### src/design/wtc_ram.sv
// Generic simple dual-port RAM (one write port, one read port) with registered read.
`default_nettype none
module wtc_ram #(
    parameter int WIDTH = 32,
    parameter int DEPTH = 16
) (
    input  wire logic                     clk,
    input  wire logic                     we,
    input  wire logic [$clog2(DEPTH)-1:0] waddr,
    input  wire logic [WIDTH-1:0]         wdata,
    input  wire logic [$clog2(DEPTH)-1:0] raddr,
    output logic      [WIDTH-1:0]         rdata
);
    logic [WIDTH-1:0] mem [DEPTH];

    // Write port and registered read port
    always_ff @(posedge clk)
    begin
        if (we)
        begin
            mem[waddr] <= wdata;
        end
        rdata <= mem[raddr];
    end
endmodule
`default_nettype wire

### config.mk
export PLATFORM = sky130hd
export DESIGN_NAME = wtc_ram
export DESIGN_NICKNAME = d
export VERILOG_FILES = /design/src/design/wtc_ram.sv
export SDC_FILE = /design/constraint.sdc
export NUM_CORES = 1
export LEC_CHECK = 0
export ABC_AREA = 1
export ABC_CLOCK_PERIOD_IN_PS = 2400
export BUFFER_PORTS_ARGS = -buffer_cell sky130_fd_sc_hd__buf_4
export CAP_MARGIN = 20
export CORE_ASPECT_RATIO = 0.7
export CORE_MARGIN = 1
export CORE_UTILIZATION = 56
export DETAILED_ROUTE_END_ITERATION = 7
export PLACE_DENSITY = 0.76
export SETUP_SLACK_MARGIN = 0.3
export SLEW_MARGIN = 25
export SYNTH_ARGS = -nofsm -noshare
export SYNTH_HDL_FRONTEND = slang
export SYNTH_SLANG_ARGS = --single-unit
### constraint.sdc
create_clock -name clk -period 2.4 [get_ports clk]
set_input_delay 0.48 -clock clk [delete_from_list [all_inputs] [get_ports clk]]
set_output_delay 0.48 -clock clk [all_outputs]
set_load 0.02 [all_outputs]
==> PnR_summary.wiki, run 1 <==
{| class="wikitable"
! Metric !! Value
|-
| Count of different cell masters after synthesis || 15
|-
| Total congestion overflow || 0
|-
| Count of buffers inserted at the top-level ports || 73
|-
| Register area share after synthesis || 70.5%
|-
| Via count of the first global-routing pass || 14100
|-
| Post-synthesis to final-layout area growth || 12.2%
|-
| Slew headroom || between 50 and 60%
|-
| Root cell of the clock tree || sky130_fd_sc_hd__clkbuf_16
|-
| Pins Over Slew Limit || 0
|-
| Layout Cell Area excl Fill || ~26000 sq um
|-
| Number of clock sinks seen by CTS || between 500 and 600
|-
| Max-capacitance violation count || 0
|-
| Pin count of the biggest net entering global routing || 129
|-
| Crit path max-delay family || flip-flops
|-
| Number of hold violations in the final report || 0
|-
| Worst Skew || 0.0138 ns
|-
| Die X || 243 microns
|-
| Fin Setup TNS || 0 ns
|-
| RePlAce Congestion || 0.801
|-
| Via density || 5.31
|-
| Total I/O pin count || 74
|-
| Max Fanout on Critical Path || 1
|-
| HP Class || input pin to flip-flop
|-
| Half-perimeter wire length of the detailed placement result || 25600 microns
|-
| Fraction of final layout cells sized beyond drive strength 1 || 8.94%
|-
| Antenna diode instance count || 0
|-
| Number of cells upsized or downsized after cts || 0
|-
| Worst vdd ir || 0.000686 V
|-
| Placeable core region || about 40000 sq um
|-
| Number of nets in the finished design || around 2200
|-
| Setup Fix Bufs, Post-CTS || 0
|-
| Endpoint required time on the critical path || 1.92 ns
|-
| Critical path class || flip-flop to output pin
|-
| Maximum clock rate || roughly 620 MHz
|-
| Clock tree from TritonCTS || done
|-
| Die span in y || 171 microns
|-
| Post-synthesis cell type with the largest combined area || sky130_fd_sc_hd__edfxtp_1
|-
| Sum of internal, switching and leakage power || 0.0196 W
|-
| Number of cell rows || 61
|-
| Crit path time final || 1.61 ns
|-
| Synthesized instance count || 2120
|-
| Antenna Violating Nets Remaining || 0
|-
| Leading cell types by total area after synthesis || sky130_fd_sc_hd__edfxtp_1 (68%), sky130_fd_sc_hd__nand2_1 (11%), sky130_fd_sc_hd__nand3_1 (8.5%)
|-
| Final worst-path cycle share || 67.2%
|-
| CP Buf/Inv Count || 1
|-
| Drt first pass iters || 5
|-
| Main flop type after synthesis || sky130_fd_sc_hd__edfxtp_1
|-
| Top cells by instance count after synthesis || sky130_fd_sc_hd__nand2_1 (677), sky130_fd_sc_hd__edfxtp_1 (512), sky130_fd_sc_hd__inv_1 (388), sky130_fd_sc_hd__nand3_1 (385), sky130_fd_sc_hd__buf_2 (41)
|-
| Die area || 41400 sq um
|-
| H-Tree Level Count || 2
|-
| Number of synthesized flops with an enable pin || 512
|-
| Post-placement cell area || 24000 sq um
|-
| Final-layout worst hold slack || 0.202 ns
|-
| Maximum cell stage delay along the critical path || 0.39 ns
|-
| Type of origin of the critical path || flip-flop
|-
| Register clock-pin slew on the reported worst setup and hold paths || 0.06 ns
|-
| Post-synthesis register bit count || 544
|-
| Synthesized Nets || 2162
|-
| Total global routing track utilization || 25.0%
|-
| Power density normalized to cell area || 767 nW/um^2
|-
| Number of buffers added by the clock tree synthesis step || 49
|-
| CP cell instances || buf_4
|-
| Warnings from Yosys || 0
|-
| Kind of end point of the critical path || output pin
|-
| Initial core utilization || 57.1%
|-
| Library cell with the highest instance count after synthesis || sky130_fd_sc_hd__nand2_1
|-
| Post-route DRC violation count || 0
|-
| Iter 0 DRT Violations || approximately 1600
|-
| Critical-path top delay cell || sky130_fd_sc_hd__dfxtp_1
|-
| Transition time at the pin with the least slew margin || 0.708 ns
|-
| Asr flop ratio synth || 0%
|-
| LEAKAGE || 10.8 nW
|-
| Detailed-route via count || 14600
|-
| Share of the synthesized area in the top cell type || 67.6%
|-
| Wire per inst || roughly 19 microns
|-
| Clock latency reported for the late side of the worst-skew pair || around 0.57 ns
|-
| Global-route wire length before repair || 78700 microns
|-
| Setup violators final || 0
|-
| Initial antenna violation count || 1
|-
| Result of the run || finished, final reports clean
|-
| R2R Setup Slk || 1.37 ns
|-
| Mapped cell area || 22700 sq um
|-
| Mapped Avg Cell Area || 10.7 sq um
|-
| RSZ-0062 raised after global routing || false
|-
| Post-cts hold buffer count || 0
|-
| Data arrival time at the worst-slack endpoint || approximately 1.1 ns
|-
| Wire length after detailed routing || 50900 microns
|-
| Number of buffers on the longest clock path || 3
|}
area by class of cell:
class,instances,area (sq um)
flip-flops and latches,544,16000
fillers,2995,14300
multi-input cells,1081,4670
inverters,390,1470
clock buffers,65,1330
repair buffers,110,1150
well taps,535,669
clock inverters,25,201
per-layer routing:
layer	global-route usage [%]	vias to the layer above	wire (microns)
li1	-	6956	-
met1	34.5	6893	21200
met2	40.5	633	23800
met3	4.02	117	4390
met4	9.22	2	1480
met5	0	-	13
where the power goes:
part	switching (W)	internal (W)	total (W)	leakage, nW
Sequential	0.0000731	0.0106	0.0107	4.90
Combinational	0.000921	0.000418	0.00134	5.19
Clock	0.00333	0.00422	0.00755	0.754
flip-flops by register name (all words and copies together) (netlist names):
register / count
mem: 512
rdata: 32
cells in the final DEF, fill, tap and decap left out:
cell                         instances
sky130_fd_sc_hd__nand2_1           677
sky130_fd_sc_hd__edfxtp_1          512
sky130_fd_sc_hd__inv_1             386
sky130_fd_sc_hd__nand3_1           385
sky130_fd_sc_hd__buf_4              83
sky130_fd_sc_hd__clkbuf_16          51
sky130_fd_sc_hd__dfxtp_1            32
sky130_fd_sc_hd__buf_12             26
sky130_fd_sc_hd__nor2_4             16
sky130_fd_sc_hd__clkbuf_1           14
sky130_fd_sc_hd__clkinv_2           12
sky130_fd_sc_hd__clkinv_1            8
sky130_fd_sc_hd__bufinv_16           3
sky130_fd_sc_hd__inv_6               2
sky130_fd_sc_hd__nand3b_1            2
sky130_fd_sc_hd__inv_4               1
sky130_fd_sc_hd__inv_2               1
sky130_fd_sc_hd__nor2_1              1
sky130_fd_sc_hd__clkinvlp_4          1
sky130_fd_sc_hd__clkinv_4            1
sky130_fd_sc_hd__buf_6               1
path summary, 6_finish.rpt:
path / startpoint / to / cells after the start
min: wdata[24] / mem[0][24]$_DFFE_PP_ / 1
max reg2reg: mem[14][20]$_DFFE_PP_ / rdata[20]$_DFF_P_ / 6
min reg2reg: mem[10][4]$_DFFE_PP_ / rdata[4]$_DFF_P_ / 6
max: rdata[1]$_DFF_P_ / rdata[1] / 1
stage by stage:
step | utilization, % | instances | setup slack (ns)
floorplan | - | 2120 | -0.0727
global placement | 60.2 | 2660 | 0.537
detailed placement | 60.2 | 2660 | 0.510
CTS | 64.0 | 2750 | 0.775
global route | 64.0 | 2750 | 0.774
finish | 64.0 | 2750 | 0.788
cells by family (layout without fill, tap and decap cells):
logic type             after synthesis  count (layout)  share of synthesized area (%)
AND/OR/NAND/NOR                   1081            1081                           20.0
buffers and inverters              495             590                           9.54
flip-flops                         544             544                           70.5
Note: power is estimated with default switching activity, not from simulation.
==> inputs of run 2 (changes only) <==
--- a/config.mk
+++ b/config.mk
@@ -6,14 +6,14 @@
 export NUM_CORES = 1
 export LEC_CHECK = 0
 export ABC_AREA = 1
-export ABC_CLOCK_PERIOD_IN_PS = 2400
+export ABC_CLOCK_PERIOD_IN_PS = 1560
 export BUFFER_PORTS_ARGS = -buffer_cell sky130_fd_sc_hd__buf_4
 export CAP_MARGIN = 20
 export CORE_ASPECT_RATIO = 0.7
 export CORE_MARGIN = 1
-export CORE_UTILIZATION = 56
+export CORE_UTILIZATION = 60
 export DETAILED_ROUTE_END_ITERATION = 7
-export PLACE_DENSITY = 0.76
+export PLACE_DENSITY = 0.77
 export SETUP_SLACK_MARGIN = 0.3
 export SLEW_MARGIN = 25
 export SYNTH_ARGS = -nofsm -noshare
==> constraint.sdc (replaced) <==
create_clock -name clk -period 1.56 [get_ports clk]
set_input_delay 0.312 -clock clk [delete_from_list [all_inputs] [get_ports clk]]
set_output_delay 0.312 -clock clk [all_outputs]
set_load 0.02 [all_outputs]
==> PnR_summary.wiki, run 2 (synthesized netlist as in run 1, its figures left out) <==
{| class="wikitable"
! Metric !! Value
|-
| Result of the run || finished, final reports clean
|-
| Dpl cells || 2654
|-
| Cell count along the critical path || 1
|-
| Detailed-route via count || roughly 15000
|-
| Via density || 5.49
|-
| Number of buffers on the longest clock path || 3
|-
| Data arrival time at the worst-slack endpoint || around 1.1 ns
|-
| Pins Over Slew Limit || 0
|-
| RePlAce Congestion || 0.811
|-
| Register clock-pin slew on the reported worst setup and hold paths || 0.07 ns
|-
| Number of nets in the finished design || ~2300
|-
| Worst setup path start || rdata[18]$_DFF_P_
|-
| Number of hold violations in the final report || 0
|-
| Worst hold path stage count || 1
|-
| Global-route wire length before repair || slightly above 80000 microns
|-
| Terminus of the critical flop-to-flop path || rdata[31]$_DFF_P_
|-
| Endpoint of the worst setup timing path || rdata[18]
|-
| Antenna diode instance count || 0
|-
| Wire per inst || 19.0 microns
|-
| Number of buffers added by the clock tree synthesis step || 50
|-
| Number of cell rows || 59
|-
| Post-synthesis to final-layout area growth || 16.3%
|-
| Most frequent cells in the layout || sky130_fd_sc_hd__nand2_1 (672), sky130_fd_sc_hd__edfxtp_1 (512), sky130_fd_sc_hd__inv_1 (384), sky130_fd_sc_hd__nand3_1 (384), sky130_fd_sc_hd__buf_4 (66)
|-
| Total I/O pin count || 74
|-
| CP Buf/Inv Count || 1
|-
| Kind of end point of the critical path || output pin
|-
| LEAKAGE || 11.3 nW
|-
| Initial core utilization || between 60 and 70%
|-
| HP Class || input pin to flip-flop
|-
| Clock tree from TritonCTS || done
|-
| Power density normalized to cell area || 1180 nW/um^2
|-
| Type of origin of the critical path || flip-flop
|-
| Total congestion overflow || 0
|-
| Slew headroom || 70.7%
|-
| Max Fanout on Critical Path || 1
|-
| Half-perimeter wire length of the detailed placement result || approximately 30000 microns
|-
| R2R Setup Slk || 0.54 ns
|-
| Number of cell instances on the worst register-to-register path || 6
|-
| Worst vdd ir || approximately 0.001 V
|-
| Die span in y || 165 microns
|-
| Top reg by flops || mem
|-
| Initial antenna violation count || 0
|-
| Die area || 38700 sq um
|-
| Max-capacitance violation count || 0
|-
| Non-Filler Instances || 2747
|-
| Crit path max-delay family || flip-flops
|-
| Maximum cell stage delay along the critical path || 0.36 ns
|-
| Clock latency reported for the late side of the worst-skew pair || 0.59 ns
|-
| Count of buffers inserted at the top-level ports || 73
|-
| CP cell instances || buf_6
|-
| Die X || 235 microns
|-
| Endpoint required time on the critical path || 1.25 ns
|-
| Pin count of the biggest net entering global routing || 58
|-
| Fraction of final layout cells sized beyond drive strength 1 || between 10 and 15%
|-
| Via count of the first global-routing pass || approximately 15000
|-
| Antenna Violating Nets Remaining || 0
|-
| Wire length after detailed routing || 52100 microns
|-
| Setup Fix Bufs, Post-CTS || 0
|-
| Root cell of the clock tree || sky130_fd_sc_hd__clkbuf_16
|-
| Launch instance of the worst register-to-register path || mem[5][31]$_DFFE_PP_
|-
| Critical path class || flip-flop to output pin
|-
| Post-placement cell area || between 20000 and 25000 sq um
|-
| Worst Skew || 0.0193 ns
|-
| Critical-path top delay cell || sky130_fd_sc_hd__dfxtp_4
|-
| Layout Utilization || 71.0%
|-
| Maximum clock rate || 724 MHz
|-
| Setup violators final || 0
|-
| Layout Cell Area excl Fill || 26400 sq um
|-
| Final worst-path cycle share || 88.6%
|-
| H-Tree Level Count || 2
|-
| Most frequent standard cell in the layout excluding fill and tap cells || sky130_fd_sc_hd__nand2_1
|-
| Crit path time final || 1.38 ns
|-
| Placeable core region || 37200 sq um
|-
| Final-layout worst hold slack || 0.0267 ns
|-
| Max reg flops || between 500 and 600
|-
| Biggest registers after layout || mem x512, rdata x32
|-
| Sum of internal, switching and leakage power || 0.0311 W
|-
| Total global routing track utilization || 27.5%
|-
| Iter 0 DRT Violations || 1591
|-
| Drt first pass iters || 5
|-
| Number of clock sinks seen by CTS || 544
|-
| Transition time at the pin with the least slew margin || 0.439 ns
|-
| Post-route DRC violation count || 0
|-
| RSZ-0062 raised after global routing || true
|}
run 2: cell count changes in the layout (fill, tap and decap cells not counted), moves of 5 or more:
cell	before	now
sky130_fd_sc_hd__buf_4	83	66
sky130_fd_sc_hd__dfxtp_2	0	31
sky130_fd_sc_hd__buf_12	26	52
sky130_fd_sc_hd__buf_6	1	32
sky130_fd_sc_hd__clkbuf_8	0	9
sky130_fd_sc_hd__dfxtp_1	32	0
sky130_fd_sc_hd__nand2_1	677	672
run 2: worst min path at each step:
stage	start	endpoint
3_3_place_gp	wdata[12]	mem[0][12]$_DFFE_PP_
2_1_floorplan	wdata[0]	mem[0][0]$_DFFE_PP_
3_5_place_dp	wdata[12]	mem[0][12]$_DFFE_PP_
6_report	wdata[9]	mem[3][9]$_DFFE_PP_
5_1_grt	wdata[10]	mem[4][10]$_DFFE_PP_
4_1_cts	wdata[9]	mem[3][9]$_DFFE_PP_
run 2: where the power goes:
part	internal (W)	switching [W]	leakage (nW)
sequential	0.0163	0.000122	4.90
clock	0.00708	0.00523	0.817
combinational	0.000810	0.00148	5.55
total	0.0242	0.00683	11.3
run 2: timing repair:
item	in CTS	in global routing
setup endpoints to repair	32	32
gates resized for setup	65	0
hold buffers	0	0
run 2: final cells by class:
| class | instances | area, sq um |
|---|---|---|
| clock buffer | 74 | 1490 |
| clock inverter | 19 | 168 |
| fill | 2503 | 10800 |
| inverter | 390 | 1480 |
| multi-input combinational | 1081 | 4720 |
| sequential | 544 | 16100 |
| tap | 488 | 611 |
| timing repair buffer | 151 | 1910 |
run 2: routing by layer:
layer,part of all wire (%),track usage [%],vias to the layer above
li1,-,-,7034
met1,41,37.3,7216
met2,47,45.8,717
met3,8.1,4.03,122
met4,3.1,10.7,0
met5,0,0,-
run 2: per-stage QoR:
| step | TNS, ns | worst slack (ns) |
|---|---|---|
| floorplan | -22.67 | -0.0886 |
| global placement | 0 | 0.0484 |
| detailed placement | 0 | 0.0266 |
| CTS | 0 | 0.160 |
| global route | 0 | 0.163 |
| finish | 0 | 0.179 |
