[src/design/wtc_pkg.sv]
// Shared types and constants for the waypoint tracking controller.
`default_nettype none
package wtc_pkg;

    // Angle constants, Q2.13
    localparam logic signed [17:0] ANG_PI      = 18'sd25736;
    localparam logic signed [17:0] ANG_HALF_PI = 18'sd12868;
    localparam logic signed [17:0] ANG_TWO_PI  = 18'sd51472;
    localparam int unsigned CORDIC_STEPS = 14;
    localparam logic signed [15:0] CORDIC_INV_GAIN = 16'sd9949;
    localparam logic signed [16:0] SINE_ONE = 17'sd16384;

    // Configuration register indexes
    localparam logic [2:0] REG_GAIN_LINEAR  = 3'd0;
    localparam logic [2:0] REG_GAIN_BRG_P   = 3'd1;
    localparam logic [2:0] REG_GAIN_BRG_D   = 3'd2;
    localparam logic [2:0] REG_GAIN_CTE_P   = 3'd3;
    localparam logic [2:0] REG_GAIN_CTE_D   = 3'd4;
    localparam logic [2:0] REG_SPEED_LIMIT  = 3'd5;
    localparam logic [2:0] REG_TURN_LIMIT   = 3'd6;
    localparam logic [2:0] REG_ACCEPT_RAD   = 3'd7;

    // Datapath phase codes
    typedef enum logic [2:0] {
        PH_LOAD  = 3'd0,
        PH_ROOT  = 3'd1,
        PH_ATAN  = 3'd2,
        PH_SINE  = 3'd3,
        PH_MUL   = 3'd4,
        PH_FIN   = 3'd5
    } phase_t;

    // Controller to datapath commands
    typedef struct packed {
        logic   start;   // capture sample operands
        phase_t phase;
        logic   step;    // advance iterative unit
    } dp_cmd_t;

    // Datapath to controller status
    typedef struct packed {
        logic unit_done;
    } dp_stat_t;

    // CORDIC arctangent table, Q2.13
    function automatic logic [12:0] atan_step(input logic [3:0] i);
        logic [12:0] r;
        begin
            case (i)
                4'd0:  r = 13'd6434;
                4'd1:  r = 13'd3798;
                4'd2:  r = 13'd2007;
                4'd3:  r = 13'd1019;
                4'd4:  r = 13'd511;
                4'd5:  r = 13'd256;
                4'd6:  r = 13'd128;
                4'd7:  r = 13'd64;
                4'd8:  r = 13'd32;
                4'd9:  r = 13'd16;
                4'd10: r = 13'd8;
                4'd11: r = 13'd4;
                4'd12: r = 13'd2;
                4'd13: r = 13'd1;
                default: r = 13'd0;
            endcase
            return r;
        end
    endfunction

    // Wrap an angle known to be within (-3pi, 3pi) into [-pi, pi)
    function automatic logic signed [15:0] wrap3(input logic signed [18:0] a);
        logic signed [18:0] r;
        begin
            r = a;
            if (r >= 19'(ANG_PI)) r = r - 19'(ANG_TWO_PI);
            else if (r < -19'(ANG_PI)) r = r + 19'(ANG_TWO_PI);
            return r[15:0];
        end
    endfunction

endpackage
`default_nettype wire

[src/design/wtc_ctrl.sv]
// Controller state machine sequencing the datapath.
`default_nettype none
module wtc_ctrl (
    input  wire logic             clk,
    input  wire logic             rst_n,
    input  wire logic             go,        // pose sample needing computation
    input  wire wtc_pkg::dp_stat_t stat,
    output wtc_pkg::dp_cmd_t      cmd,
    output logic                  busy,
    output logic                  finish     // results ready this cycle
);
    typedef enum logic [7:0] {
        S_IDLE = 8'b0000_0001,
        S_READ = 8'b0000_0010,
        S_SQ   = 8'b0000_0100,
        S_ROOT = 8'b0000_1000,
        S_ATAN = 8'b0001_0000,
        S_SINE = 8'b0010_0000,
        S_MUL  = 8'b0100_0000,
        S_FIN  = 8'b1000_0000
    } state_t;

    state_t state_reg, state_next;

    // Next state
    always_comb
    begin
        state_next = state_reg;
        cmd.start = 1'b0;
        cmd.step = 1'b0;
        cmd.phase = wtc_pkg::PH_LOAD;
        finish = 1'b0;
        unique case (state_reg)
            S_IDLE: if (go) state_next = S_READ;
            S_READ:
            begin
                // RAM data valid now
                cmd.start = 1'b1;
                state_next = S_SQ;
            end
            S_SQ:
            begin
                cmd.step = !stat.unit_done;
                if (stat.unit_done) state_next = S_ROOT;
            end
            S_ROOT:
            begin
                cmd.phase = wtc_pkg::PH_ROOT;
                cmd.step = !stat.unit_done;
                if (stat.unit_done) state_next = S_ATAN;
            end
            S_ATAN:
            begin
                cmd.phase = wtc_pkg::PH_ATAN;
                cmd.step = !stat.unit_done;
                if (stat.unit_done) state_next = S_SINE;
            end
            S_SINE:
            begin
                cmd.phase = wtc_pkg::PH_SINE;
                cmd.step = !stat.unit_done;
                if (stat.unit_done) state_next = S_MUL;
            end
            S_MUL:
            begin
                cmd.phase = wtc_pkg::PH_MUL;
                cmd.step = !stat.unit_done;
                if (stat.unit_done) state_next = S_FIN;
            end
            S_FIN:
            begin
                cmd.phase = wtc_pkg::PH_FIN;
                cmd.step = !stat.unit_done;
                if (stat.unit_done)
                begin
                    finish = 1'b1;
                    state_next = S_IDLE;
                end
            end
            default: state_next = S_IDLE;
        endcase
    end

    assign busy = (state_reg != S_IDLE);

    always_ff @(posedge clk or negedge rst_n)
    begin
        if (!rst_n)
            state_reg <= S_IDLE;
        else
            state_reg <= state_next;
    end
endmodule
`default_nettype wire

[config.mk]
export PLATFORM = sky130hd
export DESIGN_NAME = wtc_ctrl
export DESIGN_NICKNAME = d
export VERILOG_FILES = /design/src/design/wtc_pkg.sv /design/src/design/wtc_ctrl.sv
export SDC_FILE = /design/constraint.sdc
export NUM_CORES = 1
export LEC_CHECK = 0
export ABC_AREA = 1
export BUFFER_PORTS_ARGS = -buffer_cell sky130_fd_sc_hd__buf_2
export CAP_MARGIN = 25
export CORE_UTILIZATION = 30
export DETAILED_ROUTE_END_ITERATION = 8
export SYNTH_ARGS = -nofsm -noshare
export SYNTH_HDL_FRONTEND = slang
export SYNTH_SLANG_ARGS = --single-unit
export TNS_END_PERCENT = 5
[constraint.sdc]
create_clock -name clk -period 1.2 [get_ports clk]
set_input_delay 0.12 -clock clk [delete_from_list [all_inputs] [get_ports clk]]
set_output_delay 0.12 -clock clk [all_outputs]
set_load 0.05 [all_outputs]
==> reports/metrics.cfg, run 1 <==
[logic_synthesis]
synth-seq-cells = 8
yosys-top-cells-count = nand2_1, inv_1, nor2_1
syn_nets = 94
yosysTopAreaCellShare = 0.288
synth-async-reset-ratio = 1.00
syn_area_um2 = 608
yosysUniqueCellTypes = 14
yosysWarnings = 0
synth.most_common_cell = nand2_1
yosysSeqAreaShare = 0.331
synth_edf_count = 0
syn_avg_cell_area_um2 = 6.76
synthCells = 90
yosys.area.top_type = dfrtp_1
synth.area.top_cells = dfrtp_1, nand2_1, nor2_4, nand3_1, inv_1
synth_top_flop_cell = dfrtp_1

[power_and_ir_drop]
switchingPower_w = 0.000941
power.switching_fraction = 0.456
clkPwrFrac = 0.110
powerDensity_mw_per_mm2 = 2070
p_total_w = 0.00206
peakVddDrop_v = 0.00198
intPower_w = 0.00112
seqPwrFrac = 0.209
power.leakage_nw = 0.554
p_comb_frac = 0.681

[cells_and_area]
antenna_cells = 0
largest_reg_flops = 8
drive_above_1_share = 0.504
area_growth_pct = 64.2
finish.utilization = 0.548
fin_nets = 132
fillers = 179

[timing]
final.setup.worst_slack_ns = -0.612
finalSetupViolCount = 15
maxSlewHeadroom = 0.809
min_period_ns = 1.81
drv_slew = 0
rsz0062_at_grt = yes
fmax_mhz = 552
worst_pin_slew_ns = 0.285
finClkSkew_ns = 0.0107
post-route-period-util = 1.51
finalSetupTns_ns = -5.56
final_hold_viol_count = 0

[run]
cap_viol_max_count = 0

[clock_tree]
cts_made_buffers = 3
cts.sinks = 8
clk_pin_slew_ns = 0.06
clockBufferDepth = 2
root_buffer = clkbuf_4
cts_max_level = 1
clk_latency_ns = 0.26
cts_tree = yes

[detailed_routing]
drtPass1Iterations = 4
avgViaCountPerCell = 4.49
ant_nets = 0
initialDrtViolationCount = 17
drc = 0
wire_per_inst_um = 10.9
vias = 683
routed_wirelength_um = 1660

[setup_path]
cp.arrival_ns = 1.69
required_ns = 1.08
path_class = reg2out
cp-start-kind = flip-flop
critPathCaptureType = output pin
worstPathMaxFanout = 4

[placed_design]
gp_congestion = 0.761
io_buffers = 10
pre_cts_ws_ns = -0.430
dp_hpwl_um = 1140

[grt]
grt_pass1_wl_um = 2530
grt.total_usage = 0.175
grt_max_degree = 9
grt_pass1_vias = 612
overflow = 0
antenna_found_initial = 0

[outcome]
violations = setup timing
status = finished, violations left

[die]
dieWidth_um = 47.0
io_pins = 11
core_mm2 = 0.00182
die_area_mm2 = 0.00221
rows = 15
die_y_um = 47.0
start_util = 0.334

[min_path]
hold_path.class = in2async

==> kinds of logic after synthesis <==
family | count (synthesis) | share of synthesized area
AND/OR/NAND/NOR | 66 | 0.568
buffers and inverters | 15 | 0.0926
flip-flops | 8 | 0.331
AO/OA/AOI/OAI | 1 | 0.00822
==> what timing repair did <==
action,in CTS,in global routing
setup endpoints to repair,15,15
setup buffers,7,0
hold buffers,1,0
gates resized for setup,20,12
pin swaps,3,3
hold endpoints to repair,8,0
==> cell usage in the layout, fill, tap and decap left out <==
cell           count
dfrtp_1            7
inv_2              5
clkbuf_4           3
nor2_2             6
a21oi_4            1
dfstp_2            1
nand4_1            1
buf_2              3
buf_6             13
inv_1             10
buf_4             16
nand3_1           10
nor2_1            10
dlygate4sd3_1      1
nor2_4             9
clkbuf_1           1
nand3_2            1
nand3b_1           1
nand2_2            5
nand2_4            1
nand2_1           22
==> stage by stage <==
stage | cells | hold WS [ns] | cell area [um2]
final | 152 | 0.222 | 998
after global routing | 152 | 0.249 | 998
after CTS | 152 | 0.220 | 965
after detailed placement | 140 | -0.0244 | 813
after global placement | 140 | -0.0329 | 813
after floorplan | 90 | -0.176 | 619
==> path summary, 6_finish.rpt <==
kind                       slack [ns]    startpoint  cells after the start           end
setup / recovery                -0.61  state_reg[0]                      7        cmd[0]
hold / removal                   0.22         rst_n                      2  state_reg[7]
setup reg to reg                -0.53  state_reg[0]                     12  state_reg[0]
hold reg to reg                  0.72  state_reg[4]                      5  state_reg[5]
max in group asynchronous        0.73         rst_n                      2  state_reg[0]
min in group clk                 0.26          stat                      4  state_reg[5]
==> worst max-delay path, stage by stage (launching register included) <==
cell and delay, ns:
dfstp_2 0.59, inv_2 0.05, nor2_2 0.08, nand4_1 0.16, nor2_2 0.20, nor2_4 0.07, a21oi_4 0.12, buf_6 0.17
==> power by group through the flow <==
stage	logic, W	registers [W]	clock network [W]
2_1_floorplan	0.000704	0.000419	0
3_5_place_dp	0.00106	0.000417	0
6_report	0.00141	0.000431	0.000226
4_1_cts	0.00135	0.000411	0.000238
5_1_grt	0.00151	0.000439	0.000245
3_3_place_gp	0.00106	0.000416	0
==> area by class of cell <==
type                       count  area [um2]  share of cell area
clock buffer                   4        26.3              0.0263
timing repair buffer          33         292               0.292
inverter                      15        56.3              0.0564
tap                           25        31.3              0.0313
sequential                     8         201               0.202
multi-input combinational     67         392               0.392
==> metal layers <==
layer,routed length (um),part of all wire,up-vias,GRT usage
met5,0,0,-,0
met4,97,0.059,0,0.200
met3,85,0.051,8,0.00769
met2,839,0.51,28,0.281
met1,633,0.38,300,0.193
li1,-,-,347,-
Note: power is estimated with default switching activity, not from simulation.
==> run 2, diff against run 1 <==
- GPL_TIMING_DRIVEN: not set -> 0
==> run 2 against run 1 <==
  * The run still ends with setup timing left
  * Count of clock-buffer cells in the layout unchanged
  * Final area down 11%
  * Worst setup slack better by 0.042 ns
==> reports/metrics.cfg, run 2 (synthesized netlist as in run 1, its figures left out) <==
[power_and_ir_drop]
powerDensity_mw_per_mm2 = 2000
power.leakage_nw = 0.478
p_total_w = 0.00177
peakVddDrop_v = 0.00122

[timing]
finalSetupViolCount = 14
maxSlewHeadroom = 0.786
final_hold_viol_count = 0
worst_pin_slew_ns = 0.321
rsz0062_at_grt = yes
hold-worst-slack_ns = 0.110
post-route-period-util = 1.48
finClkSkew_ns = 0.0127
drv_slew = 0
final.setup.worst_slack_ns = -0.570
min_period_ns = 1.77
fmax_mhz = 565
finalSetupTns_ns = -4.97

[detailed_routing]
routed_wirelength_um = 1520
wire_per_inst_um = 11.0
avgViaCountPerCell = 4.59
drc = 0
initialDrtViolationCount = 15
ant_nets = 0
vias = 634
drtPass1Iterations = 4

[setup_path]
cp_num_buf_inv = 1
path_delay_family = simple AND/OR/NAND/NOR gates
cp.arrival_ns = 1.65
crit_path_top_delay_cell = dfrtp_1
worstPathMaxFanout = 6
crit_chain = nor2_4 > nand2_1 > nor2_4 > nand2_2 > nand2_2 > nor2_4 > a21oi_4 > buf_6
cpMostUsedCell = nor2_4
cp-start-kind = flip-flop
critPathCaptureType = output pin
path_class = reg2out
cp_slowest_stage_delay_ns = 0.42
required_ns = 1.08

[clock_tree]
root_buffer = clkbuf_4
clk_latency_ns = 0.26
clk_pin_slew_ns = 0.06
cts.sinks = 8
cts_made_buffers = 3
cts_tree = yes
clockBufferDepth = 2
cts_max_level = 1

[die]
dieWidth_um = 47.0
die_y_um = 47.0
io_pins = 11
rows = 15
die_area_mm2 = 0.00221
start_util = 0.334
core_mm2 = 0.00182

[cells_and_area]
area_growth_pct = 45.5
final_common_cell = nand2_1
fin_nets = 118
largest_reg_flops = 8
layout_common_cells = nand2_1, inv_1, nor2_1, nor2_4, nand3_1
layout.cells.non_filler = 138
antenna_cells = 0
drive_above_1_share = 0.416
postLayoutCellArea_um2 = 885

[run]
cap_viol_max_count = 0

[placed_design]
gp_congestion = 0.794
io_buffers = 10
dp_hpwl_um = 990
dpl_cell_area_um2 = 701
dp_cells = 125

[grt]
overflow = 0
antenna_found_initial = 0
grt_max_degree = 9
grt_pass1_vias = 652
grt.total_usage = 0.175
grt_pass1_wl_um = 2620

[outcome]
violations = setup timing
status = finished, violations left

[min_path]
hold_path.class = in2reg

==> run 2: cell type report <==
type	count	area [um2]
Sequential cell	8	201
Multi-Input combinational cell	67	402
Fill cell	196	936
Clock buffer	4	26.3
Timing Repair Buffer	19	168
Tap cell	25	31.3
Inverter	15	56.3
==> run 2: path summary, 6_finish.rpt <==
| path | startpoint | end | slack [ns] | cells after the start |
|---|---|---|---|---|
| max | state_reg[6] | cmd[0] | -0.57 | 8 |
| min | go | state_reg[0] | 0.11 | 4 |
| max reg2reg | state_reg[0] | state_reg[6] | -0.30 | 9 |
| min reg2reg | state_reg[2] | state_reg[2] | 0.66 | 3 |
| max in group asynchronous | rst_n | state_reg[0] | 0.73 | 2 |
| min in group asynchronous | rst_n | state_reg[6] | 0.22 | 2 |
==> run 2: per-layer routing <==
layer / GRT usage / share of wire / wire length [um]
met2: 0.278 / 0.49 / 746
met4: 0.131 / 0.032 / 49
met3: 0.0115 / 0.039 / 60
met5: 0 / 0 / 0
met1: 0.222 / 0.44 / 668
==> run 2: power by group <==
group / switching, W / leakage, nW / internal (W)
sequential: 0.0000757 / 0.106 / 0.000348
clock: 0.0000990 / 0.0150 / 0.000128
combinational: 0.000697 / 0.357 / 0.000424
==> run 2: repair_timing <==
action	4_1_cts	5_1_grt
resized for setup	23	3
hold endpoints to repair	8	0
endpoints found under the setup margin	14	14
pin swaps	7	5
setup buffers	6	2
hold buffers	1	0
==> run 2: worst min-delay path, delay by kind of cell <==
family / cells / cell delay [ns]
simple gates: 2 / 0.10
buf+inv: 2 / 0.14
==> run 2: stage by stage <==
stage / utilization / setup WS (ns)
4_1_cts: 0.472 / -0.556
2_1_floorplan: - / -0.937
3_3_place_gp: 0.385 / -0.481
5_1_grt: 0.486 / -0.654
6_report: 0.486 / -0.570
3_5_place_dp: 0.385 / -0.527
==> run 3, diff against run 2 <==
- REMOVE_ABC_BUFFERS: not set -> 1
==> run 3 against run 2 <==
  * The run still ends with setup timing left
  * Via count shrank 3.2%
  * Total power decreased by 2.4%
  * Maximum frequency down 1.3%
  * Non-clock buffer count fell by 1
  * Sequential share of layout area increased by 1.1 points
  * Die area is the same
  * Clock power increased by 2%
  * Register-to-register slack worse by 0.11 ns
  * Worst setup slack worse by 0.023 ns
  * Flip-flop and latch count is the same
  * Final area shrank 3.3%
  * Critical path type unchanged
==> reports/metrics.cfg, run 3 (synthesized netlist as in run 1, its figures left out) <==
[cells_and_area]
antenna_cells = 0
fillers = 184
area_growth_pct = 40.7
drive_above_1_share = 0.438
largest_reg_flops = 8
layout_common_cells = nand2_1, inv_1, nor2_1, nand3_1, nor2_4
layout.cells.non_filler = 137
fin_nets = 117
finish.utilization = 0.470
final_common_cell = nand2_1

[detailed_routing]
ant_nets = 0
drtPass1Iterations = 4
routed_wirelength_um = 1410
vias = 614
wire_per_inst_um = 10.3
initialDrtViolationCount = 4
avgViaCountPerCell = 4.48
drc = 0

[grt]
top_usage_layer = met2
grt_util_met3 = 0.0231
grt_max_degree = 9
use_met2 = 0.228
grt.total_usage = 0.135
use_met1 = 0.164
grt_pass1_wl_um = 2070
antenna_found_initial = 0
overflow = 0
grt_pass1_vias = 527

[power_and_ir_drop]
powerDensity_mw_per_mm2 = 2020
power.leakage_nw = 0.464
p_total_w = 0.00173
peakVddDrop_v = 0.00205

[placed_design]
dp_cells = 125
gp_congestion = 0.789
io_buffers = 10
pre_cts_ws_ns = -0.468
dp_hpwl_um = 970

[die]
die_area_mm2 = 0.00221
core_mm2 = 0.00182
io_pins = 11
rows = 15
start_util = 0.334
die_y_um = 47.0
dieWidth_um = 47.0

[timing]
worst_pin_slew_ns = 0.276
finalSetupViolCount = 14
maxSlewHeadroom = 0.816
final.setup.worst_slack_ns = -0.593
finClkSkew_ns = 0.00821
rsz0062_at_grt = yes
drv_slew = 0
post-route-period-util = 1.49
min_period_ns = 1.79
final_hold_viol_count = 0
fmax_mhz = 558
hold-worst-slack_ns = 0.0856

[min_path]
hold_path.class = in2reg

[clock_tree]
cts_made_buffers = 3
root_buffer = clkbuf_4
clk_latency_ns = 0.26
clockBufferDepth = 2
clk_pin_slew_ns = 0.05
cts_tree = yes
cts_max_level = 1
cts.sinks = 8

[setup_path]
crit_start = state_reg[0]
required_ns = 1.08
path_class = reg2out
cp.arrival_ns = 1.67
cp_slowest_stage_delay_ns = 0.57
critPathCaptureType = output pin
ff2ff_setup_slack_ns = -0.41
cp-start-kind = flip-flop
worstPathMaxFanout = 3
r2r_end = state_reg[4]
worstSetupEndpoint = cmd[0]
r2r_cells = 9
cp_num_buf_inv = 2
crit_path_top_delay_cell = dfstp_2
cpMostUsedCell = nor2_2
crit_chain = inv_2 > nor2_2 > nand4_1 > nor2_2 > nor2_4 > a21oi_2 > buf_6
reg2reg_from = state_reg[0]
cp.depth = 7
path_delay_family = flip-flops

[outcome]
violations = setup timing
status = finished, violations left

[run]
cap_viol_max_count = 0

run 3: changes by cell type in the layout (fill, tap and decap cells not counted), sizes merged:
cell,delta
buf,-2
clkbuf,+1
run 3: area by class of cell:
type,count,area (um2),area share
Sequential cell,8,204,0.238
Tap cell,25,31.3,0.0365
Clock buffer,4,26.3,0.0307
Timing Repair Buffer,18,146,0.171
Multi-Input combinational cell,67,392,0.458
Inverter,15,56.3,0.0658
run 3: worst min-delay path by stage:
| stage | startpoint | to | depth (start not counted) |
|---|---|---|---|
| 5_1_grt | go | state_reg[0] | 4 |
| 3_5_place_dp | rst_n | state_reg[6] | 1 |
| 4_1_cts | go | state_reg[0] | 4 |
| 3_3_place_gp | rst_n | state_reg[7] | 1 |
| 6_report | go | state_reg[0] | 4 |
| 2_1_floorplan | rst_n | state_reg[1] | 0 |
run 3: per-layer routing:
metal  vias to the layer above  wire length (um)
li1                        313                 -
met1                       284               619
met2                        12               723
met3                         5                41
met4                         0                27
met5                         -                 0
run 3: metrics by stage:
| stage | setup TNS (ns) | cell area (um2) |
|---|---|---|
| after CTS | -4.48 | 781 |
| after global routing | -6.40 | 856 |
| after floorplan | -6.69 | 608 |
| after detailed placement | -2.46 | 689 |
| after global placement | -2.41 | 689 |
| final | -5.52 | 856 |
run 3: tightest hold or removal path, delay by kind of cell:
family	cells	cell delay, ns
buf+inv	2	0.12
simple gates	2	0.09
run 3: timing repair:
item,CTS,global route
buffers inserted,3,4
gates cloned,0,0
pin swaps,4,10
setup endpoints to repair,14,14
hold buffers,1,0
gates resized for setup,10,16
endpoints found under the hold margin,8,0
run 3: power by group:
group | switching, W | internal, W
logic | 0.000666 | 0.000397
registers | 0.0000820 | 0.000351
clock network | 0.000104 | 0.000128
